==> config.mk <==
export PLATFORM = sky130hd
export DESIGN_NAME = waste_container_door_controller_core
export DESIGN_NICKNAME = d
export VERILOG_FILES = /design/src/wcdc_pkg.sv /design/src/wcdc_apb_regs.sv /design/src/wcdc_ctrl.sv /design/src/waste_container_door_controller_core.sv
export SDC_FILE = /design/constraint.sdc
export NUM_CORES = 1
export LEC_CHECK = 0
export ABC_AREA = 1
export CAP_MARGIN = 15
export CORE_MARGIN = 2
export CORE_UTILIZATION = 59
export CTS_BUF_LIST = sky130_fd_sc_hd__clkbuf_16
export CTS_CLUSTER_SIZE = 40
export DETAILED_ROUTE_END_ITERATION = 7
export DONT_BUFFER_PORTS = 1
export GPL_ROUTABILITY_DRIVEN = 0
export PLACE_DENSITY_LB_ADDON = 0.3
export SYNTH_ARGS = -nofsm -noshare
export SYNTH_HDL_FRONTEND = slang
export SYNTH_SLANG_ARGS = --single-unit
==> constraint.sdc <==
create_clock -name clk -period 3.65 [get_ports clk]
set_input_delay 0 -clock clk [delete_from_list [all_inputs] [get_ports clk]]
set_output_delay 0 -clock clk [all_outputs]
set_load 0.1 [all_outputs]
==> src/wcdc_pkg.sv <==
// ----------------------------------------------------------------------------
// wcdc_pkg
// shared types and constants of the waste container door controller
// ----------------------------------------------------------------------------
package wcdc_pkg;

    localparam int CFG_WIDTH  = 16;
    localparam int APB_DATA_W = 32;
    localparam int APB_ADDR_W = 4;

    // register indexes
    localparam logic [1:0] REG_PERIOD_TICKS  = 2'd0;
    localparam logic [1:0] REG_IDLE_LIMIT    = 2'd1;
    localparam logic [1:0] REG_OPEN_LIMIT    = 2'd2;
    localparam logic [1:0] REG_CLOSING_LIMIT = 2'd3;

    // register reset values
    localparam logic [CFG_WIDTH-1:0] RST_PERIOD_TICKS  = 16'd1;
    localparam logic [CFG_WIDTH-1:0] RST_IDLE_LIMIT    = 16'd100;
    localparam logic [CFG_WIDTH-1:0] RST_OPEN_LIMIT    = 16'd100;
    localparam logic [CFG_WIDTH-1:0] RST_CLOSING_LIMIT = 16'd20;

    typedef enum logic [2:0] {
        MODE_ACCEPT      = 3'd0,
        MODE_OPEN        = 3'd1,
        MODE_CLOSING     = 3'd2,
        MODE_IDLE_SLEEP  = 3'd3,
        MODE_HOT         = 3'd4,
        MODE_FULL        = 3'd5,
        MODE_FAULT_SLEEP = 3'd6
    } mode_t;

    typedef enum logic [2:0] {
        MSG_PRESS_OPEN  = 3'd0,
        MSG_PRESS_CLOSE = 3'd1,
        MSG_RECEIVED    = 3'd2,
        MSG_PROBLEM     = 3'd3,
        MSG_FULL        = 3'd4,
        MSG_SCREEN_OFF  = 3'd5
    } msg_t;

    // lamp_state bits: [0] green, [1] red
    localparam logic [1:0] LAMP_GREEN = 2'b01;
    localparam logic [1:0] LAMP_RED   = 2'b10;

    typedef struct packed {
        logic [CFG_WIDTH-1:0] period_ticks;
        logic [CFG_WIDTH-1:0] idle_limit;
        logic [CFG_WIDTH-1:0] open_limit;
        logic [CFG_WIDTH-1:0] closing_limit;
    } cfg_t;

    typedef struct packed {
        logic temp_high;
        logic level_full;
        logic open_press;
        logic close_press;
        logic user_present;
    } sense_t;

    typedef struct packed {
        logic [2:0] mode_code;
        logic       door_open;
        logic       green_on;
        logic       red_on;
        logic [2:0] message_code;
    } result_t;

    function automatic msg_t mode_message(mode_t m);
        msg_t msg;
        case (m)
            MODE_ACCEPT:  msg = MSG_PRESS_OPEN;
            MODE_OPEN:    msg = MSG_PRESS_CLOSE;
            MODE_CLOSING: msg = MSG_RECEIVED;
            MODE_HOT:     msg = MSG_PROBLEM;
            MODE_FULL:    msg = MSG_FULL;
            default:      msg = MSG_SCREEN_OFF;
        endcase
        return msg;
    endfunction

endpackage

==> src/wcdc_apb_regs.sv <==
// ----------------------------------------------------------------------------
// wcdc_apb_regs
// apb configuration registers: period length and the three timeout limits
// ----------------------------------------------------------------------------
module wcdc_apb_regs (
    input  logic                             clk,
    input  logic                             rst_n,
    input  logic                             psel,
    input  logic                             penable,
    input  logic                             pwrite,
    input  logic [wcdc_pkg::APB_ADDR_W-1:0]  paddr,
    input  logic [wcdc_pkg::APB_DATA_W-1:0]  pwdata,
    output logic [wcdc_pkg::APB_DATA_W-1:0]  prdata,
    output logic                             pready,
    output wcdc_pkg::cfg_t                   cfg
);

    wcdc_pkg::cfg_t cfg_reg;
    logic [1:0]     reg_idx;
    logic           wr_en;

    assign reg_idx = paddr[3:2];
    assign wr_en   = psel & penable & pwrite;
    assign pready  = 1'b1;
    assign cfg     = cfg_reg;

    always_ff @(posedge clk or negedge rst_n)
    begin
        if (!rst_n)
        begin
            cfg_reg.period_ticks  <= wcdc_pkg::RST_PERIOD_TICKS;
            cfg_reg.idle_limit    <= wcdc_pkg::RST_IDLE_LIMIT;
            cfg_reg.open_limit    <= wcdc_pkg::RST_OPEN_LIMIT;
            cfg_reg.closing_limit <= wcdc_pkg::RST_CLOSING_LIMIT;
        end
        else if (wr_en)
        begin
            case (reg_idx)
                wcdc_pkg::REG_PERIOD_TICKS:
                    cfg_reg.period_ticks <= pwdata[wcdc_pkg::CFG_WIDTH-1:0];
                wcdc_pkg::REG_IDLE_LIMIT:
                    cfg_reg.idle_limit <= pwdata[wcdc_pkg::CFG_WIDTH-1:0];
                wcdc_pkg::REG_OPEN_LIMIT:
                    cfg_reg.open_limit <= pwdata[wcdc_pkg::CFG_WIDTH-1:0];
                wcdc_pkg::REG_CLOSING_LIMIT:
                    cfg_reg.closing_limit <= pwdata[wcdc_pkg::CFG_WIDTH-1:0];
                default: ;
            endcase
        end
    end

    always_comb
    begin
        case (reg_idx)
            wcdc_pkg::REG_PERIOD_TICKS:
                prdata = wcdc_pkg::APB_DATA_W'(cfg_reg.period_ticks);
            wcdc_pkg::REG_IDLE_LIMIT:
                prdata = wcdc_pkg::APB_DATA_W'(cfg_reg.idle_limit);
            wcdc_pkg::REG_OPEN_LIMIT:
                prdata = wcdc_pkg::APB_DATA_W'(cfg_reg.open_limit);
            wcdc_pkg::REG_CLOSING_LIMIT:
                prdata = wcdc_pkg::APB_DATA_W'(cfg_reg.closing_limit);
            default:
                prdata = '0;
        endcase
    end

endmodule

==> src/wcdc_ctrl.sv <==
// ----------------------------------------------------------------------------
// wcdc_ctrl
// prescaler, mode state machine, timeout counters and lamp state
// ----------------------------------------------------------------------------
module wcdc_ctrl #(
    parameter int COUNT_WIDTH = 16
) (
    input  logic               clk,
    input  logic               rst_n,
    input  logic               step,
    input  wcdc_pkg::sense_t   sense,
    input  wcdc_pkg::cfg_t     cfg,
    output wcdc_pkg::result_t  result
);

    // compare width: wide enough for both counter and limit plus a carry
    localparam int CMP_W = ((COUNT_WIDTH > wcdc_pkg::CFG_WIDTH) ?
                            COUNT_WIDTH : wcdc_pkg::CFG_WIDTH) + 1;
    localparam logic [COUNT_WIDTH-1:0] CNT_MAX = {COUNT_WIDTH{1'b1}};
    localparam logic [COUNT_WIDTH-1:0] CNT_ONE = COUNT_WIDTH'(1);

    wcdc_pkg::mode_t         mode_reg, mode_next;
    logic [COUNT_WIDTH-1:0]  prescale_reg, prescale_next;
    logic [COUNT_WIDTH-1:0]  idle_reg, idle_next;
    logic [COUNT_WIDTH-1:0]  open_reg, open_next;
    logic [COUNT_WIDTH-1:0]  closing_reg, closing_next;
    logic [1:0]              lamp_reg, lamp_next;

    logic [COUNT_WIDTH-1:0]  prescale_inc, idle_inc, open_inc, closing_inc;
    logic                    tick;
    logic                    do_enter;
    wcdc_pkg::mode_t         enter_mode;

    assign prescale_inc = (prescale_reg == CNT_MAX) ? prescale_reg : prescale_reg + CNT_ONE;
    assign idle_inc     = (idle_reg == CNT_MAX) ? idle_reg : idle_reg + CNT_ONE;
    assign open_inc     = (open_reg == CNT_MAX) ? open_reg : open_reg + CNT_ONE;
    assign closing_inc  = (closing_reg == CNT_MAX) ? closing_reg : closing_reg + CNT_ONE;

    // controller acts on the last tick of a period
    assign tick = (CMP_W'(prescale_reg) + CMP_W'(1)) >= CMP_W'(cfg.period_ticks);

    always_ff @(posedge clk or negedge rst_n)
    begin
        if (!rst_n)
        begin
            mode_reg     <= wcdc_pkg::MODE_ACCEPT;
            prescale_reg <= '0;
            idle_reg     <= '0;
            open_reg     <= '0;
            closing_reg  <= '0;
            lamp_reg     <= wcdc_pkg::LAMP_GREEN;
        end
        else
        begin
            mode_reg     <= mode_next;
            prescale_reg <= prescale_next;
            idle_reg     <= idle_next;
            open_reg     <= open_next;
            closing_reg  <= closing_next;
            lamp_reg     <= lamp_next;
        end
    end

    always_comb
    begin
        mode_next     = mode_reg;
        prescale_next = prescale_reg;
        idle_next     = idle_reg;
        open_next     = open_reg;
        closing_next  = closing_reg;
        lamp_next     = lamp_reg;
        do_enter      = 1'b0;
        enter_mode    = wcdc_pkg::MODE_ACCEPT;

        if (step)
        begin
            prescale_next = tick ? '0 : prescale_inc;
            if (tick)
            begin
                // rules in priority order; counters bump before their compare
                case (mode_reg)
                    wcdc_pkg::MODE_ACCEPT:
                    begin
                        idle_next = idle_inc;
                        do_enter  = 1'b1;
                        if (sense.temp_high)
                            enter_mode = wcdc_pkg::MODE_HOT;
                        else if (sense.level_full)
                            enter_mode = wcdc_pkg::MODE_FULL;
                        else if (sense.open_press)
                            enter_mode = wcdc_pkg::MODE_OPEN;
                        else if (CMP_W'(idle_inc) >= CMP_W'(cfg.idle_limit))
                            enter_mode = wcdc_pkg::MODE_IDLE_SLEEP;
                        else
                            do_enter = 1'b0;
                    end
                    wcdc_pkg::MODE_OPEN:
                    begin
                        open_next = open_inc;
                        do_enter  = 1'b1;
                        if (sense.temp_high)
                            enter_mode = wcdc_pkg::MODE_HOT;
                        else if (sense.level_full)
                            enter_mode = wcdc_pkg::MODE_FULL;
                        else if (sense.close_press ||
                                 CMP_W'(open_inc) >= CMP_W'(cfg.open_limit))
                            enter_mode = wcdc_pkg::MODE_CLOSING;
                        else
                            do_enter = 1'b0;
                    end
                    wcdc_pkg::MODE_CLOSING:
                    begin
                        closing_next = closing_inc;
                        do_enter     = 1'b1;
                        if (sense.temp_high)
                            enter_mode = wcdc_pkg::MODE_HOT;
                        else if (CMP_W'(closing_inc) >= CMP_W'(cfg.closing_limit))
                            enter_mode = wcdc_pkg::MODE_ACCEPT;
                        else
                            do_enter = 1'b0;
                    end
                    wcdc_pkg::MODE_IDLE_SLEEP:
                    begin
                        do_enter   = sense.user_present;
                        enter_mode = wcdc_pkg::MODE_ACCEPT;
                    end
                    wcdc_pkg::MODE_HOT:
                    begin
                        idle_next = idle_inc;
                        do_enter  = 1'b1;
                        if (CMP_W'(idle_inc) >= CMP_W'(cfg.idle_limit))
                            enter_mode = wcdc_pkg::MODE_FAULT_SLEEP;
                        else if (!sense.temp_high)
                            enter_mode = wcdc_pkg::MODE_ACCEPT;
                        else
                            do_enter = 1'b0;
                    end
                    wcdc_pkg::MODE_FULL:
                    begin
                        idle_next = idle_inc;
                        do_enter  = 1'b1;
                        if (CMP_W'(idle_inc) >= CMP_W'(cfg.idle_limit))
                            enter_mode = wcdc_pkg::MODE_FAULT_SLEEP;
                        else if (!sense.level_full)
                            enter_mode = wcdc_pkg::MODE_ACCEPT;
                        else
                            do_enter = 1'b0;
                    end
                    wcdc_pkg::MODE_FAULT_SLEEP:
                    begin
                        do_enter   = sense.user_present;
                        enter_mode = sense.level_full ? wcdc_pkg::MODE_FULL
                                                      : wcdc_pkg::MODE_HOT;
                    end
                    default:
                    begin
                        do_enter   = 1'b1;
                        enter_mode = wcdc_pkg::MODE_ACCEPT;
                    end
                endcase

                // entry actions override the counter bumps above
                if (do_enter)
                begin
                    mode_next = enter_mode;
                    case (enter_mode)
                        wcdc_pkg::MODE_ACCEPT:
                        begin
                            idle_next = '0;
                            lamp_next = wcdc_pkg::LAMP_GREEN;
                        end
                        wcdc_pkg::MODE_OPEN:
                            open_next = '0;
                        wcdc_pkg::MODE_CLOSING:
                            closing_next = '0;
                        wcdc_pkg::MODE_HOT, wcdc_pkg::MODE_FULL:
                        begin
                            idle_next = '0;
                            lamp_next = wcdc_pkg::LAMP_RED;
                        end
                        default: ;
                    endcase
                end
            end
        end
    end

    // result reflects the state after this tick
    always_comb
    begin
        result.mode_code    = mode_next;
        result.door_open    = (mode_next == wcdc_pkg::MODE_OPEN);
        result.green_on     = lamp_next[0];
        result.red_on       = lamp_next[1];
        result.message_code = wcdc_pkg::mode_message(mode_next);
    end

    // no state moves between transactions
    a_hold_idle: assert property (@(posedge clk) disable iff (!rst_n)
        !step |=> $stable(mode_reg) && $stable(prescale_reg) && $stable(idle_reg)
                  && $stable(lamp_reg))
        else $error("controller state changed without a transaction");

    // mode only changes on the last tick of a period
    a_mode_on_tick: assert property (@(posedge clk) disable iff (!rst_n)
        step && !tick |=> mode_reg == $past(mode_reg))
        else $error("mode changed off a period boundary");

    // idle sleep holds until a user shows up
    a_sleep_holds: assert property (@(posedge clk) disable iff (!rst_n)
        step && tick && mode_reg == wcdc_pkg::MODE_IDLE_SLEEP && !sense.user_present
        |=> mode_reg == wcdc_pkg::MODE_IDLE_SLEEP)
        else $error("idle sleep left without user presence");

    // entering accepting lights green only and clears the idle count
    a_accept_entry: assert property (@(posedge clk) disable iff (!rst_n)
        step && mode_reg != wcdc_pkg::MODE_ACCEPT && mode_next == wcdc_pkg::MODE_ACCEPT
        |=> lamp_reg == wcdc_pkg::LAMP_GREEN && idle_reg == '0)
        else $error("accepting entered without green lamp or idle reset");

endmodule

==> src/waste_container_door_controller_core.sv <==
// ----------------------------------------------------------------------------
// waste_container_door_controller_core
// door controller for a waste container, one scheduler tick per transaction
// ----------------------------------------------------------------------------
//  channel   handshake           payload
//  input     in_valid/in_ready   temp_high level_full open_press close_press
//                                user_present
//  output    out_valid/out_ready mode_code door_open green_on red_on
//                                message_code
//  config    apb psel/penable    period_ticks idle_limit open_limit
//                                closing_limit at 0x0/0x4/0x8/0xc
//
//  one transaction per cycle sustained while out_ready stays high; input
//  goes to the input register, then the state update loads the result register
//  asynchronous active-low reset puts the controller in accepting, green on
//  a stalled result register holds, and the input register keeps taking a
//  new tick whenever the result register is free or drains in the same cycle
// ----------------------------------------------------------------------------
module waste_container_door_controller_core #(
    parameter int COUNT_WIDTH = 16
) (
    input  logic                             clk,
    input  logic                             rst_n,
    // apb configuration
    input  logic                             psel,
    input  logic                             penable,
    input  logic                             pwrite,
    input  logic [wcdc_pkg::APB_ADDR_W-1:0]  paddr,
    input  logic [wcdc_pkg::APB_DATA_W-1:0]  pwdata,
    output logic [wcdc_pkg::APB_DATA_W-1:0]  prdata,
    output logic                             pready,
    // tick input
    input  logic                             in_valid,
    output logic                             in_ready,
    input  logic                             temp_high,
    input  logic                             level_full,
    input  logic                             open_press,
    input  logic                             close_press,
    input  logic                             user_present,
    // result output
    output logic                             out_valid,
    input  logic                             out_ready,
    output logic [2:0]                       mode_code,
    output logic                             door_open,
    output logic                             green_on,
    output logic                             red_on,
    output logic [2:0]                       message_code
);

    wcdc_pkg::cfg_t     cfg;
    wcdc_pkg::sense_t   sense_reg;
    wcdc_pkg::result_t  result_comb;
    wcdc_pkg::result_t  result_reg;
    logic               in_valid_reg;
    logic               out_valid_reg;
    logic               advance;

    // the held tick moves on when the result register is empty or draining
    assign advance  = in_valid_reg & (~out_valid_reg | out_ready);
    assign in_ready = ~in_valid_reg | advance;

    wcdc_apb_regs u_regs (
        .clk     (clk),
        .rst_n   (rst_n),
        .psel    (psel),
        .penable (penable),
        .pwrite  (pwrite),
        .paddr   (paddr),
        .pwdata  (pwdata),
        .prdata  (prdata),
        .pready  (pready),
        .cfg     (cfg)
    );

    wcdc_ctrl #(
        .COUNT_WIDTH (COUNT_WIDTH)
    ) u_ctrl (
        .clk    (clk),
        .rst_n  (rst_n),
        .step   (advance),
        .sense  (sense_reg),
        .cfg    (cfg),
        .result (result_comb)
    );

    always_ff @(posedge clk or negedge rst_n)
    begin
        if (!rst_n)
        begin
            in_valid_reg  <= 1'b0;
            out_valid_reg <= 1'b0;
        end
        else
        begin
            if (in_ready)
                in_valid_reg <= in_valid;
            if (advance)
                out_valid_reg <= 1'b1;
            else if (out_ready)
                out_valid_reg <= 1'b0;
        end
    end

    always_ff @(posedge clk)
    begin
        if (in_valid & in_ready)
        begin
            sense_reg.temp_high    <= temp_high;
            sense_reg.level_full   <= level_full;
            sense_reg.open_press   <= open_press;
            sense_reg.close_press  <= close_press;
            sense_reg.user_present <= user_present;
        end
        if (advance)
            result_reg <= result_comb;
    end

    assign out_valid    = out_valid_reg;
    assign mode_code    = result_reg.mode_code;
    assign door_open    = result_reg.door_open;
    assign green_on     = result_reg.green_on;
    assign red_on       = result_reg.red_on;
    assign message_code = result_reg.message_code;

endmodule

==> reports/metrics.yaml <==
drtPass1Iterations: 8
num_rows: 47
layout.nets: 1541
dp_cells: 1580
rsz0062_at_grt: "yes"
slew_headroom: 0.337
hold_path_end: "sense_reg[0]"
setup_ws_ns: -0.0524
drt_wl_total_um: 30700
yosys-top-cells-area: "dfrtp_1 (31%), nand2_1 (11%), ha_1 (8.5%)"
routedWlPerCell_um: 18.5
fin_crit_sh: 1.01
drv_cap: 0
yosys.area_share.simple: 0.224
num_vias: 10000
r2r_slack_ns: -0.05
seq_area_frac_synth: 0.381
cts_buffers: 17
multiInputGateArea_um2: 5620
die_area_um2: 18000
synth_top_area_frac: 0.312
min_path_cells: 1
antenna_found_initial: 1
syn_area_per_cell_um2: 7.55
crit_arrival_ns: 3.89
synth_top_area_cell: "dfrtp_1"
synthAdderAreaFrac: 0.0850
yosys-mux-area-fraction: 0.00312
core_um2: 16600
largest_register_ffs: 64
seqCellArea_um2: 3810
slowest_stage: "dfrtp_1"
synth_edf_count: 14
cp-end-kind: "flip-flop"
start_util: 0.604
drv_slew: 0
critPathRequiredTime_ns: 3.84
portBuffers: 0
crit_fanout: 5
p_leak_nw: 5.91
outcome: "complete, but fails checks"
r2r-start: "u_ctrl.idle_reg[1]"
drive_gt1_frac: 0.185
area_growth_pct: 22.1
hpwl_um: 19900
finalSetupViolations: 15
synth_xor_area_frac: 0.0332
crit_path_max_incr_delay_ns: 0.36
worst_pin_slew_ns: 0.993
yosys_warnings: 0
clock_latency_ns: 0.43
yosys.cell_types.count: 50
synth_top_family_by_area: "simple AND/OR/NAND/NOR gates"
clk_pin_slew_ns: 0.07
async_reset_ff_frac: 0.906
rr_worst_depth: 31
clock-sinks: 149
synth_area_um2: 10000
die_y_um: 134
ctsLongestPathBuffers: 2
detail-route-antenna-nets: 0
grt_pass1_vias: 9045
yosysMostFrequentCell: "nand2_1"
pin_count: 92
power_density_nw_per_um2: 762
violations: "setup timing"
grt_pass1_wl_um: 45800
r2r_end: "message_code[1]"
ir_drop_v: 0.000510
crit_type: "flip-flop to flip-flop"
min_path_type: "input pin to flip-flop"
finClkSkew_ns: 0.0101
final_cells: 1658
cts-root-buf: "clkbuf_16"
drt-initial-drc-count: 1098
cpMostUsedCell: "nand2_1"
ys_ff_latch: 149
grt_use_total: 0.325
htreeDepth: 4
startpoint_type: "flip-flop"
hold_viol: 0
synth_compound_area_frac: 0.159
synth_common_cells: "nand2_1 (300), inv_1 (212), o21ai_0 (127)"
cts_tree: "yes"
syn_inst: 1326
num_antenna_cells: 0
grt-ovfl-total: 0
fillers: 1172
drcViolationCount: 0
viasPerCell: 6.04
min_period_ns: 3.70
grt_max_degree: 136
die_x_um: 134
synth_ff_type: "dfrtp_1"
fmax_mhz: 270
worstHoldStart: "user_present"
setup_tns_ns: -0.437
[power by group]
part	switching, W	internal [W]
Sequential	0.000704	0.00219
Clock	0.000814	0.00108
Combinational	0.00300	0.00153
[timing repair]
| item | in CTS | in global routing |
|---|---|---|
| pin swaps | 3 | 70 |
| endpoints found under the setup margin | 21 | 70 |
| buffers inserted | 0 | 19 |
| gates resized for setup | 8 | 111 |
| endpoints found under the hold margin | 211 | 0 |
| hold buffers | 25 | 0 |
| gates cloned | 1 | 1 |
[metal layers]
metal / vias to the layer above / part of all wire / track usage
met5: - / 0.00042 / 0
met4: 2 / 0.052 / 0.156
met3: 133 / 0.093 / 0.0608
met2: 585 / 0.46 / 0.509
met1: 4717 / 0.39 / 0.437
li1: 4580 / - / -
[cell usage in the layout, fill, tap and decap left out, types with 7 or more instances in the layout]
master | Yosys | layout
o211ai_1 | 26 | 26
o2111ai_2 | 0 | 17
nand2_1 | 300 | 286
ha_1 | 68 | 65
dfstp_2 | 10 | 10
xor2_1 | 38 | 34
inv_2 | 10 | 17
buf_4 | 18 | 87
dfrtp_1 | 125 | 123
edfxtp_1 | 14 | 14
nand2_2 | 5 | 13
dlygate4sd3_1 | 0 | 24
clkbuf_16 | 0 | 19
nand3_2 | 2 | 13
nand3_1 | 42 | 31
nor2_1 | 77 | 61
a21oi_1 | 60 | 54
o2111ai_1 | 24 | 7
inv_1 | 212 | 202
conb_1 | 2 | 17
nor2_2 | 2 | 18
o21ai_1 | 7 | 16
nor3_1 | 28 | 23
o22ai_1 | 10 | 10
o21ai_0 | 127 | 118
nand4_1 | 31 | 31
[area by class of cell]
class	instances	share of cell area
flip-flops and latches	149	0.312
inverters	225	0.0701
multi-input cells	912	0.460
well taps	220	0.0225
clock buffers	18	0.0368
clock inverters	14	0.0145
repair buffers	120	0.0845
[cells by family after synthesis]
group | after synthesis
simple gates | 513
buf+inv | 281
compound gates | 272
flops | 149
fa+ha+maj | 68
xor+xnor | 38
mux | 3
other cells | 2
[how the worst max path moves through the flow]
stage                               start             endpoint  slack (ns)
detailed placement     u_ctrl.idle_reg[1]  u_ctrl.idle_reg[15]       -0.05
global route           u_ctrl.idle_reg[5]               red_on       -0.30
global placement       u_ctrl.idle_reg[5]   u_ctrl.idle_reg[0]       -0.01
finish                 u_ctrl.idle_reg[1]      message_code[1]       -0.05
floorplan              u_ctrl.open_reg[0]  u_ctrl.open_reg[13]        0.25
CTS                 u_ctrl.closing_reg[2]   u_ctrl.idle_reg[4]        0.02
[critical path, delay by kind of cell, from the launching register on]
kind	cells	cell delay, ns
compound gates	1	0.06
buf+inv	4	0.25
fa+ha+maj	2	0.52
simple gates	24	2.27
flops	1	0.36
[stage by stage]
step / utilization / hold slack [ns] / power, W / worst slack (ns) / cell area, µm²
after global routing: 0.737 / 0.200 / 0.00985 / -0.301 / 12200
after CTS: 0.704 / 0.184 / 0.00872 / 0.0226 / 11700
after detailed placement: 0.646 / -0.288 / 0.00665 / -0.0488 / 10700
after global placement: 0.646 / -0.288 / 0.00649 / -0.0125 / 10700
after floorplan: - / -0.296 / 0.00559 / 0.245 / 10100
final: 0.737 / 0.201 / 0.00932 / -0.0524 / 12200
Power figures use the tool's default switching activity.
